File: config.mk
export PLATFORM = sky130hd
export DESIGN_NAME = periodic_timer_table_unit
export DESIGN_NICKNAME = d
export VERILOG_FILES = /design/src/design/ptt_pkg.sv /design/src/design/ptt_ram.sv /design/src/design/ptt_out.sv /design/src/design/ptt_seq.sv /design/src/design/periodic_timer_table_unit.sv
export SDC_FILE = /design/constraint.sdc
export NUM_CORES = 2
export LEC_CHECK = 0
export BUFFER_PORTS_ARGS = -buffer_cell sky130_fd_sc_hd__buf_2
export CORE_UTILIZATION = 30
export DETAILED_ROUTE_END_ITERATION = 7
export PLACE_DENSITY = 0.48
export SYNTH_ARGS = -nofsm -noshare
export SYNTH_HDL_FRONTEND = slang
export SYNTH_SLANG_ARGS = --single-unit
File: constraint.sdc
create_clock -name aclk -period 12 [get_ports aclk]
set_input_delay 1.2 -clock aclk [delete_from_list [all_inputs] [get_ports aclk]]
set_output_delay 1.2 -clock aclk [all_outputs]
set_load 0.01 [all_outputs]
File: src/design/ptt_pkg.sv
// ptt_pkg: shared types and constants of the periodic timer table
// command and status codes, sequencer states, table entry and result word
// no dependencies
`timescale 1ns / 1ps
`default_nettype none

package ptt_pkg;

    // command codes carried on the input selector
    localparam logic [2:0] CMD_ADD     = 3'd0;
    localparam logic [2:0] CMD_ERASE   = 3'd1;
    localparam logic [2:0] CMD_SUSPEND = 3'd2;
    localparam logic [2:0] CMD_WAKEUP  = 3'd3;
    localparam logic [2:0] CMD_CLEAR   = 3'd4;
    localparam logic [2:0] CMD_TICK    = 3'd5;

    // status codes of an acknowledgement
    localparam logic [1:0] STAT_OK       = 2'd0;
    localparam logic [1:0] STAT_DUP      = 2'd1;
    localparam logic [1:0] STAT_NOTFOUND = 2'd2;
    localparam logic [1:0] STAT_FULL     = 2'd3;

    // result kinds
    localparam logic KIND_ACK   = 1'b0;
    localparam logic KIND_FIRED = 1'b1;

    // packed widths of the stream words
    localparam int IN_DATA_W  = 64;
    localparam int IN_USER_W  = 3;
    localparam int OUT_DATA_W = 40;

    // sequencer states
    typedef enum logic [1:0] {
        ST_IDLE,
        ST_SCAN,
        ST_APPLY
    } seq_state_t;

    // one table entry as held in the memory
    typedef struct packed {
        logic [31:0] id;
        logic [31:0] period;
        logic [63:0] deadline;
    } entry_t;

    localparam int ENTRY_W = $bits(entry_t);

    // one result word
    typedef struct packed {
        logic        kind;
        logic [31:0] fired_id;
        logic [1:0]  status;
        logic        last;
    } result_t;

    // request from the sequencer to the output register
    typedef struct packed {
        logic    push;
        result_t res;
    } res_req_t;

endpackage

`default_nettype wire

File: src/design/ptt_ram.sv
// ptt_ram: generic single-port-write, single-port-read memory
// registered read data; no dependencies
`timescale 1ns / 1ps
`default_nettype none

module ptt_ram #(
    parameter int WIDTH = 128,
    parameter int DEPTH = 16,
    localparam int AW = (DEPTH > 1) ? $clog2(DEPTH) : 1
) (
    input  wire logic             clk,
    input  wire logic             we,
    input  wire logic [AW-1:0]    waddr,
    input  wire logic [WIDTH-1:0] wdata,
    input  wire logic             re,
    input  wire logic [AW-1:0]    raddr,
    output logic      [WIDTH-1:0] rdata
);

    logic [WIDTH-1:0] mem [DEPTH];

    // write port
    always_ff @(posedge clk) begin
        if (we) begin
            mem[waddr] <= wdata;
        end
    end

    // registered read port
    always_ff @(posedge clk) begin
        if (re) begin
            rdata <= mem[raddr];
        end
    end

endmodule

`default_nettype wire

File: src/design/ptt_out.sv
// ptt_out: output holding register of the result stream
// depends on ptt_pkg for the result word
`timescale 1ns / 1ps
`default_nettype none

module ptt_out
    import ptt_pkg::*;
(
    input  wire logic                  aclk,
    input  wire logic                  aresetn,
    input  wire res_req_t              req,
    output logic                       push_ok,
    output logic                       m_tvalid,
    input  wire logic                  m_tready,
    output logic [OUT_DATA_W-1:0]      m_tdata,
    output logic [0:0]                 m_tuser,
    output logic                       m_tlast
);

    logic    valid_reg;
    result_t res_reg;

    // a new word may enter when the register is empty or drains this cycle
    assign push_ok = !valid_reg || m_tready;

    always_ff @(posedge aclk) begin
        if (!aresetn) begin
            valid_reg <= 1'b0;
        end else if (req.push) begin
            valid_reg <= 1'b1;
        end else if (m_tready) begin
            valid_reg <= 1'b0;
        end
    end

    always_ff @(posedge aclk) begin
        if (req.push) begin
            res_reg <= req.res;
        end
    end

    // port packing
    assign m_tvalid   = valid_reg;
    assign m_tdata    = {{(OUT_DATA_W - 34){1'b0}}, res_reg.status, res_reg.fired_id};
    assign m_tuser[0] = res_reg.kind;
    assign m_tlast    = res_reg.last;

endmodule

`default_nettype wire

File: src/design/ptt_seq.sv
// ptt_seq: command sequencer of the periodic timer table
// scans the entry memory, keeps valid, parked and pending bits and the time
// depends on ptt_pkg; drives one ptt_ram instance and the output register
`timescale 1ns / 1ps
`default_nettype none

module ptt_seq
    import ptt_pkg::*;
#(
    parameter int SLOTS = 16,
    localparam int IW = $clog2(SLOTS)
) (
    input  wire logic           aclk,
    input  wire logic           aresetn,
    input  wire logic           in_valid,
    output logic                in_ready,
    input  wire logic [2:0]     in_cmd,
    input  wire logic [31:0]    in_id,
    input  wire logic [31:0]    in_period,
    input  wire logic           push_ok,
    output res_req_t            req,
    output logic                ram_we,
    output logic [IW-1:0]       ram_waddr,
    output entry_t              ram_wdata,
    output logic                ram_re,
    output logic [IW-1:0]       ram_raddr,
    input  wire entry_t         ram_rdata
);

    localparam logic [IW-1:0] LAST_IDX = IW'(SLOTS - 1);

    seq_state_t state_reg, state_next;

    // control state
    logic [SLOTS-1:0] valid_reg, valid_next;
    logic [SLOTS-1:0] parked_reg, parked_next;
    logic [SLOTS-1:0] pend_reg, pend_next;
    logic [63:0]      time_reg, time_next;
    logic             cmp_vld_reg, cmp_vld_next;
    logic             issue_done_reg, issue_done_next;
    logic             found_reg, found_next;
    logic             free_found_reg, free_found_next;
    logic             first_pass_reg, first_pass_next;

    // payload state
    logic [2:0]    cmd_reg, cmd_next;
    logic [31:0]   id_reg, id_next;
    logic [31:0]   period_reg, period_next;
    logic [IW-1:0] rd_idx_reg, rd_idx_next;
    logic [IW-1:0] cmp_idx_reg, cmp_idx_next;
    logic [IW-1:0] found_idx_reg, found_idx_next;
    logic [IW-1:0] free_idx_reg, free_idx_next;
    logic [31:0]   found_id_reg, found_id_next;
    logic [31:0]   found_per_reg, found_per_next;
    logic [63:0]   found_dl_reg, found_dl_next;

    logic        scan_end;
    logic        in_no_scan;
    logic        cand;
    logic        due;
    logic [31:0] addend;
    logic [63:0] new_deadline;

    assign scan_end   = cmp_vld_reg && (cmp_idx_reg == LAST_IDX);
    assign in_no_scan = (in_cmd == CMD_CLEAR) || (in_cmd > CMD_TICK);

    // shared deadline adder
    assign addend       = (cmd_reg == CMD_ADD) ? period_reg : found_per_reg;
    assign new_deadline = time_reg + {32'd0, addend};

    // due test of the entry being compared
    assign due = valid_reg[cmp_idx_reg] && !parked_reg[cmp_idx_reg]
                 && (ram_rdata.deadline <= time_reg);
    assign cand = first_pass_reg ? due : pend_reg[cmp_idx_reg];

    // next state
    always_comb begin
        state_next = state_reg;
        unique case (state_reg)
            ST_IDLE: begin
                if (in_valid) begin
                    state_next = in_no_scan ? ST_APPLY : ST_SCAN;
                end
            end
            ST_SCAN: begin
                if (scan_end) begin
                    state_next = ST_APPLY;
                end
            end
            ST_APPLY: begin
                if (push_ok) begin
                    state_next = (cmd_reg == CMD_TICK && found_reg) ? ST_SCAN : ST_IDLE;
                end
            end
            default: state_next = ST_IDLE;
        endcase
    end

    // datapath and outputs
    always_comb begin
        valid_next      = valid_reg;
        parked_next     = parked_reg;
        pend_next       = pend_reg;
        time_next       = time_reg;
        cmp_vld_next    = 1'b0;
        issue_done_next = issue_done_reg;
        found_next      = found_reg;
        free_found_next = free_found_reg;
        first_pass_next = first_pass_reg;
        cmd_next        = cmd_reg;
        id_next         = id_reg;
        period_next     = period_reg;
        rd_idx_next     = rd_idx_reg;
        cmp_idx_next    = cmp_idx_reg;
        found_idx_next  = found_idx_reg;
        free_idx_next   = free_idx_reg;
        found_id_next   = found_id_reg;
        found_per_next  = found_per_reg;
        found_dl_next   = found_dl_reg;

        in_ready     = 1'b0;
        req          = '0;
        ram_we       = 1'b0;
        ram_waddr    = found_idx_reg;
        ram_wdata    = '{id: id_reg, period: found_per_reg, deadline: new_deadline};
        ram_re       = 1'b0;
        ram_raddr    = rd_idx_reg;

        unique case (state_reg)
            // take a command and arm the first pass
            ST_IDLE: begin
                in_ready = 1'b1;
                if (in_valid) begin
                    cmd_next        = in_cmd;
                    id_next         = in_id;
                    period_next     = in_period;
                    first_pass_next = (in_cmd == CMD_TICK);
                    if (in_cmd == CMD_TICK) begin
                        time_next = time_reg + 64'd1;
                    end
                    rd_idx_next     = '0;
                    issue_done_next = 1'b0;
                    found_next      = 1'b0;
                    free_found_next = 1'b0;
                end
            end

            // read every entry once, compare each in the cycle after its read
            ST_SCAN: begin
                ram_re       = !issue_done_reg;
                cmp_vld_next = !issue_done_reg;
                cmp_idx_next = rd_idx_reg;
                if (!issue_done_reg) begin
                    if (rd_idx_reg == LAST_IDX) begin
                        issue_done_next = 1'b1;
                    end else begin
                        rd_idx_next = rd_idx_reg + IW'(1);
                    end
                end
                if (cmp_vld_reg) begin
                    if (cmd_reg == CMD_TICK) begin
                        // earliest pending deadline, lower slot wins ties
                        if (first_pass_reg) begin
                            pend_next[cmp_idx_reg] = due;
                        end
                        if (cand && (!found_reg || ram_rdata.deadline < found_dl_reg)) begin
                            found_next     = 1'b1;
                            found_idx_next = cmp_idx_reg;
                            found_id_next  = ram_rdata.id;
                            found_per_next = ram_rdata.period;
                            found_dl_next  = ram_rdata.deadline;
                        end
                    end else begin
                        // lowest valid slot holding the id
                        if (!found_reg && valid_reg[cmp_idx_reg]
                            && ram_rdata.id == id_reg) begin
                            found_next     = 1'b1;
                            found_idx_next = cmp_idx_reg;
                            found_per_next = ram_rdata.period;
                        end
                        // lowest free slot
                        if (!free_found_reg && !valid_reg[cmp_idx_reg]) begin
                            free_found_next = 1'b1;
                            free_idx_next   = cmp_idx_reg;
                        end
                    end
                end
            end

            // update the table and emit one result word
            ST_APPLY: begin
                if (push_ok) begin
                    req.push         = 1'b1;
                    req.res.kind     = KIND_ACK;
                    req.res.fired_id = id_reg;
                    req.res.status   = STAT_OK;
                    req.res.last     = 1'b1;
                    unique case (cmd_reg)
                        CMD_ADD: begin
                            if (found_reg) begin
                                req.res.status = STAT_DUP;
                            end else if (!free_found_reg) begin
                                req.res.status = STAT_FULL;
                            end else begin
                                ram_we                  = 1'b1;
                                ram_waddr               = free_idx_reg;
                                ram_wdata.period        = period_reg;
                                valid_next[free_idx_reg]  = 1'b1;
                                parked_next[free_idx_reg] = 1'b0;
                            end
                        end
                        CMD_ERASE, CMD_SUSPEND, CMD_WAKEUP: begin
                            if (!found_reg) begin
                                req.res.status = STAT_NOTFOUND;
                            end else if (cmd_reg == CMD_ERASE) begin
                                valid_next[found_idx_reg]  = 1'b0;
                                parked_next[found_idx_reg] = 1'b0;
                            end else if (cmd_reg == CMD_SUSPEND) begin
                                parked_next[found_idx_reg] = 1'b1;
                            end else begin
                                ram_we                     = 1'b1;
                                parked_next[found_idx_reg] = 1'b0;
                            end
                        end
                        CMD_CLEAR: begin
                            valid_next       = '0;
                            parked_next      = '0;
                            req.res.fired_id = 32'd0;
                        end
                        CMD_TICK: begin
                            if (found_reg) begin
                                // fire, reschedule and run another pass
                                req.res.kind     = KIND_FIRED;
                                req.res.fired_id = found_id_reg;
                                req.res.last     = 1'b0;
                                ram_we           = 1'b1;
                                ram_wdata.id     = found_id_reg;
                                pend_next[found_idx_reg] = 1'b0;
                                first_pass_next  = 1'b0;
                                rd_idx_next      = '0;
                                issue_done_next  = 1'b0;
                                found_next       = 1'b0;
                                free_found_next  = 1'b0;
                            end else begin
                                req.res.fired_id = 32'd0;
                            end
                        end
                        default: begin
                            req.res.fired_id = 32'd0;
                        end
                    endcase
                end
            end

            default: ;
        endcase
    end

    // control registers
    always_ff @(posedge aclk) begin
        if (!aresetn) begin
            state_reg      <= ST_IDLE;
            valid_reg      <= '0;
            parked_reg     <= '0;
            pend_reg       <= '0;
            time_reg       <= '0;
            cmp_vld_reg    <= 1'b0;
            issue_done_reg <= 1'b0;
            found_reg      <= 1'b0;
            free_found_reg <= 1'b0;
            first_pass_reg <= 1'b0;
        end else begin
            state_reg      <= state_next;
            valid_reg      <= valid_next;
            parked_reg     <= parked_next;
            pend_reg       <= pend_next;
            time_reg       <= time_next;
            cmp_vld_reg    <= cmp_vld_next;
            issue_done_reg <= issue_done_next;
            found_reg      <= found_next;
            free_found_reg <= free_found_next;
            first_pass_reg <= first_pass_next;
        end
    end

    // payload registers
    always_ff @(posedge aclk) begin
        cmd_reg       <= cmd_next;
        id_reg        <= id_next;
        period_reg    <= period_next;
        rd_idx_reg    <= rd_idx_next;
        cmp_idx_reg   <= cmp_idx_next;
        found_idx_reg <= found_idx_next;
        free_idx_reg  <= free_idx_next;
        found_id_reg  <= found_id_next;
        found_per_reg <= found_per_next;
        found_dl_reg  <= found_dl_next;
    end

endmodule

`default_nettype wire

File: src/design/periodic_timer_table_unit.sv
// periodic_timer_table_unit: top level of the periodic timer table
// depends on ptt_pkg, ptt_ram, ptt_seq and ptt_out
//
// Usage: the input stream carries one command per word: s_tuser is the
// command (add, erase, suspend, wakeup, clear, tick), s_tdata holds the
// timer id and the period. The result stream gives one or more words per
// command: m_tuser is the kind (acknowledgement or timer fired), m_tdata
// holds the id and the status, m_tlast marks the final word of a command.
// Timer entries (id, period, deadline) live in one memory with a registered
// read port; valid, parked and pending bits and the time are flip-flops.
// Clear and unknown codes skip the memory scan. Add, erase, suspend and
// wakeup each take one scan of the memory. A tick takes one scan per fired
// timer plus one more; the single memory read port sets this.
// A new command is taken once the previous one has handed its final word to
// the output register, so it may enter while that word still waits.
// A stalled receiver holds the block at the next word it must emit.
// Reset empties the table and zeroes the time; no clearing pass is needed.
`timescale 1ns / 1ps
`default_nettype none

module periodic_timer_table_unit
    import ptt_pkg::*;
#(
    parameter int SLOTS = 16
) (
    input  wire logic                  aclk,
    input  wire logic                  aresetn,
    input  wire logic                  s_tvalid,
    output logic                       s_tready,
    input  wire logic [IN_DATA_W-1:0]  s_tdata,   // timer_id [31:0], period [63:32]
    input  wire logic [IN_USER_W-1:0]  s_tuser,   // cmd [2:0]
    output logic                       m_tvalid,
    input  wire logic                  m_tready,
    output logic [OUT_DATA_W-1:0]      m_tdata,   // fired_id [31:0], status [33:32]
    output logic [0:0]                 m_tuser,   // kind [0]
    output logic                       m_tlast
);

    localparam int IW = $clog2(SLOTS);

    res_req_t      res_req;
    logic          push_ok;
    logic          ram_we;
    logic          ram_re;
    logic [IW-1:0] ram_waddr;
    logic [IW-1:0] ram_raddr;
    entry_t        ram_wdata;
    entry_t        ram_rdata;

    // command sequencer
    ptt_seq #(
        .SLOTS (SLOTS)
    ) u_seq (
        .aclk      (aclk),
        .aresetn   (aresetn),
        .in_valid  (s_tvalid),
        .in_ready  (s_tready),
        .in_cmd    (s_tuser[2:0]),
        .in_id     (s_tdata[31:0]),
        .in_period (s_tdata[63:32]),
        .push_ok   (push_ok),
        .req       (res_req),
        .ram_we    (ram_we),
        .ram_waddr (ram_waddr),
        .ram_wdata (ram_wdata),
        .ram_re    (ram_re),
        .ram_raddr (ram_raddr),
        .ram_rdata (ram_rdata)
    );

    // timer entry memory
    ptt_ram #(
        .WIDTH (ENTRY_W),
        .DEPTH (SLOTS)
    ) u_ram (
        .clk   (aclk),
        .we    (ram_we),
        .waddr (ram_waddr),
        .wdata (ram_wdata),
        .re    (ram_re),
        .raddr (ram_raddr),
        .rdata (ram_rdata)
    );

    // result word register
    ptt_out u_out (
        .aclk     (aclk),
        .aresetn  (aresetn),
        .req      (res_req),
        .push_ok  (push_ok),
        .m_tvalid (m_tvalid),
        .m_tready (m_tready),
        .m_tdata  (m_tdata),
        .m_tuser  (m_tuser),
        .m_tlast  (m_tlast)
    );

    // a word is only pushed when the output register can take it
    a_push_room: assert property (@(posedge aclk) disable iff (!aresetn)
        res_req.push |-> (!m_tvalid || m_tready))
        else $error("result pushed into a full output register");

    // no result is produced while the block waits for a command
    a_idle_quiet: assert property (@(posedge aclk) disable iff (!aresetn)
        s_tready |-> !res_req.push)
        else $error("result produced while idle");

    // the memory is never written during a scan read
    a_ram_excl: assert property (@(posedge aclk) disable iff (!aresetn)
        ram_we |-> !ram_re)
        else $error("memory written and read in the same cycle");

endmodule

`default_nettype wire
==> impl_summary.log <==
[metrics] clock power share: between 40% and 50%
[metrics] areal power density over the cells: between 150 and 200 mW/mm2
[metrics] fillers: ~32000
[metrics] die height: 585 um
[metrics] Via Count: between 50000 and 60000
[metrics] First-pass DRT Iterations: 7
[metrics] worst endpoint data arrival time: about 7 ns
[metrics] Horiz. Die Dim: slightly below 600 um
[metrics] number of flip-flops and latches in the synthesized netlist: 2543
[metrics] aggregate global routing overflow: 0
[metrics] count of flip-flops with a built-in enable after synthesis: 2423
[metrics] part of the cycle the worst path needs: 52.9%
[metrics] net switching power of the design: 4.27 mW
[metrics] worst min-delay path class: reg -> reg
[metrics] reg2reg start: u_seq.cmd_reg[2]
[metrics] biggest fanout along the worst timing path: 41
[metrics] global-route wire length before repair: 395000 um
[metrics] CTS tree: done
[metrics] top cell type by total area after synthesis: edfxtp_1
[metrics] power after layout: about 19 mW
[metrics] core outline area: around 0.34 mm2
[metrics] synthesized cell area: around 0.10 mm2
[metrics] synth top area cells: edfxtp_1 71%, mux4_2 14%, dfxtp_1 2.4%
[metrics] starting DRC count in detailed routing: 4797
[metrics] average instance area after synthesis: 19.9 um2
[metrics] highest ir drop seen on vdd: ~0.10 mV
[metrics] Hold Fails Final Rpt: 0
[metrics] area growth from synthesis to final layout: 15.0%
[metrics] most frequent cells in the layout: 2423 x edfxtp_1, 655 x mux4_2, 282 x clkbuf_16, 215 x nand2_1, 161 x ha_1
[metrics] sequential cell fraction of total power: between 50% and 60%
[metrics] drt wl/cell: between 20 and 30 um
[metrics] site row count: between 200 and 250
[metrics] achievable frequency: between 150 and 200 MHz
[metrics] MaxCap Viol Count: 0
[metrics] post-cts hold buffer count: 0
[metrics] area enclosed by the die boundary: 0.342 mm2
[metrics] launch point of the critical path: u_seq.cmd_reg[2]
[metrics] cell count after synthesis: 5127
[metrics] critical hold path startpoint: u_ram.rdata[90]
[metrics] proportion of layout cells with a drive suffix above 1: approximately 24%
[metrics] routed via count divided by cell count: ~5.0
[metrics] final standard cell utilization of the core: between 30% and 40%
[metrics] final setup violating endpoints: 0
[metrics] final worst hold slack: between 0.4 and 0.5 ns
[metrics] placer congestion estimate: about 0.83
[metrics] data required time of the critical path: about 12 ns
[metrics] Boundary Pins: roughly 120
[metrics] number of gates resized after CTS: 0
[metrics] post-detailed-route count of antenna-violating nets: 0
[metrics] number of flip-flops under the largest register name: 2048
[metrics] largest net degree at the start of global routing: approximately 130
[metrics] Post-Route Skew: around 0.071 ns
[metrics] internal power component: 15.2 mW
[metrics] delay of the slowest cell on the worst path: 1.00 ns
[metrics] clock root cell: clkbuf_16
[metrics] Leakage Power: about 37 nW
[metrics] unrepaired setup endpoints after global routing: false
[metrics] startpoint type of the worst setup path: register
[metrics] clock insertion delay at the later pin of the skew report: between 0.8 and 0.9 ns
[metrics] number of sinks handled by clock tree synthesis: approximately 2500
[metrics] number of nets in the layout: about 5600
[metrics] number of distinct library cell variants in the gate-level netlist after synthesis: 81
[metrics] net switching fraction of the power: between 20 and 25%
[metrics] via count of the first global-routing pass: about 52000
[metrics] area of the multi-input gates: approximately 0.026 mm2
[metrics] fraction of the yosys area taken by sequential cells: 73.7%
[metrics] Post CTS Setup Buffer Count: 0
[metrics] pin slew with the least headroom to its limit: ~1.3 ns
[metrics] total clock buffers created by CTS: approximately 270
[metrics] Total Neg Setup Slack: 0 ns
[metrics] outcome: complete, no violations
[metrics] HPWL after detailed placement: 154000 um
[metrics] Largest regs: u_ram.mem: 2048 flops, u_ram.rdata: 128 flops
[metrics] type of the setup path with the least slack: reg -> reg
[metrics] Post-Route WL: between 200000 and 300000 um
[metrics] largest reg by FF count: u_ram.mem
[metrics] global-route total usage across every layer: between 10% and 20%
[metrics] capturing element type of the critical path: register
[metrics] final slew viol count: 0
[metrics] Yosys warnings: 0
[metrics] Starting Density: ~30%
[metrics] share of the synthesized area in the top cell type: a little under three quarters
[metrics] Max transition margin: 11.3%
[metrics] IO Port Bufs: about 110
[metrics] Synth async-reset ratio: 0%
[metrics] cell occurring most often along the worst timing path: buf_4
[metrics] Setup WS post-layout: about 5.7 ns
[metrics] cells along the critical path: buf_4, nor3_2, buf_4, mux2_2, ha_1, fa_1, a211oi_1, o21bai_1, a21oi_1, o21ai_0, a32oi_1, and3_2, nor4b_1, xnor2_1
[metrics] post-detailed-route DRC marker count: 0
[metrics] cell type of the slowest stage on the worst timing path: xnor2_1
[metrics] final period demand of the worst path: roughly 6.3 ns
[metrics] part of the power in combinational logic: a little under 7%
[metrics] maximum root-to-sink buffer count: 4
[metrics] Storage cell area: 0.0752 mm2
[metrics] most common cell after layout, fill and taps aside: edfxtp_1
[metrics] clock transition time at the flip-flop clock pins of the worst setup and hold paths: approximately 0.06 ns
[metrics] antenna violations before repair: 15
[metrics] Post-Place Worst Slack: around 5.7 ns
[metrics] dominant synthesized flop cell: edfxtp_1
[metrics] maximum level of the CTS H-tree: 5
[critical path: cells and delay by family (launching register included)]
| kind | cells | cell delay, ns |
|---|---|---|
| compound gates | 5 | 1.40 |
| mux | 1 | 0.41 |
| fa+ha+maj | 2 | 0.68 |
| simple gates | 3 | 1.16 |
| buf+inv | 2 | 0.81 |
| xor+xnor | 1 | 1.00 |
| flops | 1 | 0.37 |
[routing by layer]
layer | global-route usage, % | vias to the layer above | routed length (um)
li1 | - | 21500 | -
met1 | 22.5 | 27600 | 124000
met2 | 26.5 | 1375 | 135000
met3 | 2.19 | 334 | 13300
met4 | 3.45 | 0 | 5440
met5 | 0 | - | 0
[final cells by class]
| type | count | share of cell area (%) |
|---|---|---|
| timing repair buffer | 215 | 1.33 |
| sequential | 2543 | 64.1 |
| tap | 4515 | 4.82 |
| clock buffer | 340 | 6.21 |
| clock inverter | 139 | 1.17 |
| multi-input combinational | 2216 | 21.9 |
| antenna | 3 | 0.00640 |
| inverter | 144 | 0.462 |
[through the flow]
step,cell area (um2),std cells
after floorplan,102000,5132
after global routing,117000,10100
after detailed placement,109000,9632
final,117000,10100
after global placement,109000,9632
after CTS,117000,10100
[worst paths after layout]
check | slack (ns) | end | cells after the start
max | 5.65 | u_ram.mem[5][38] | 14
min reg2reg | 0.40 | u_seq.found_per_reg[26] | 0
max reg2reg | 5.65 | u_ram.mem[5][38] | 14
min | 0.40 | u_seq.found_per_reg[26] | 0
[cell usage after synthesis, drive strengths merged, types with 14 or more instances]
cell,n
edfxtp,2423
mux4,655
nand2,216
nor2,162
ha,161
clkbuf,156
inv,143
xnor2,125
a21oi,120
dfxtp,120
o21ai,87
buf,73
mux2,64
and2,62
nor2b,60
nor3,56
a21o,47
nand4,43
nand3,40
nor4,36
a21boi,32
o21a,22
o211ai,21
xor2,21
a31oi,18
and3,15
o31ai,15
nand2b,14
[cell families after synthesis]
group           after synthesis  synth area share, %
flops                      2543                 73.7
compound gates              426                 2.67
xor+xnor                    146                 1.25
fa+ha+maj                   162                 2.00
buf+inv                     373                 1.40
mux                         721                 15.2
other cells                   1              0.00368
simple gates                755                 3.75
[power groups by stage]
stage | logic [mW] | clock network (mW) | registers [mW]
3_5_place_dp | 1.36 | 0 | 10.0
6_report | 1.33 | 8.32 | 9.84
3_3_place_gp | 1.36 | 0 | 10.0
5_1_grt | 1.43 | 8.83 | 9.84
4_1_cts | 1.37 | 8.51 | 9.84
2_1_floorplan | 0.957 | 0 | 9.98
Note: power is estimated with default switching activity, not from simulation.
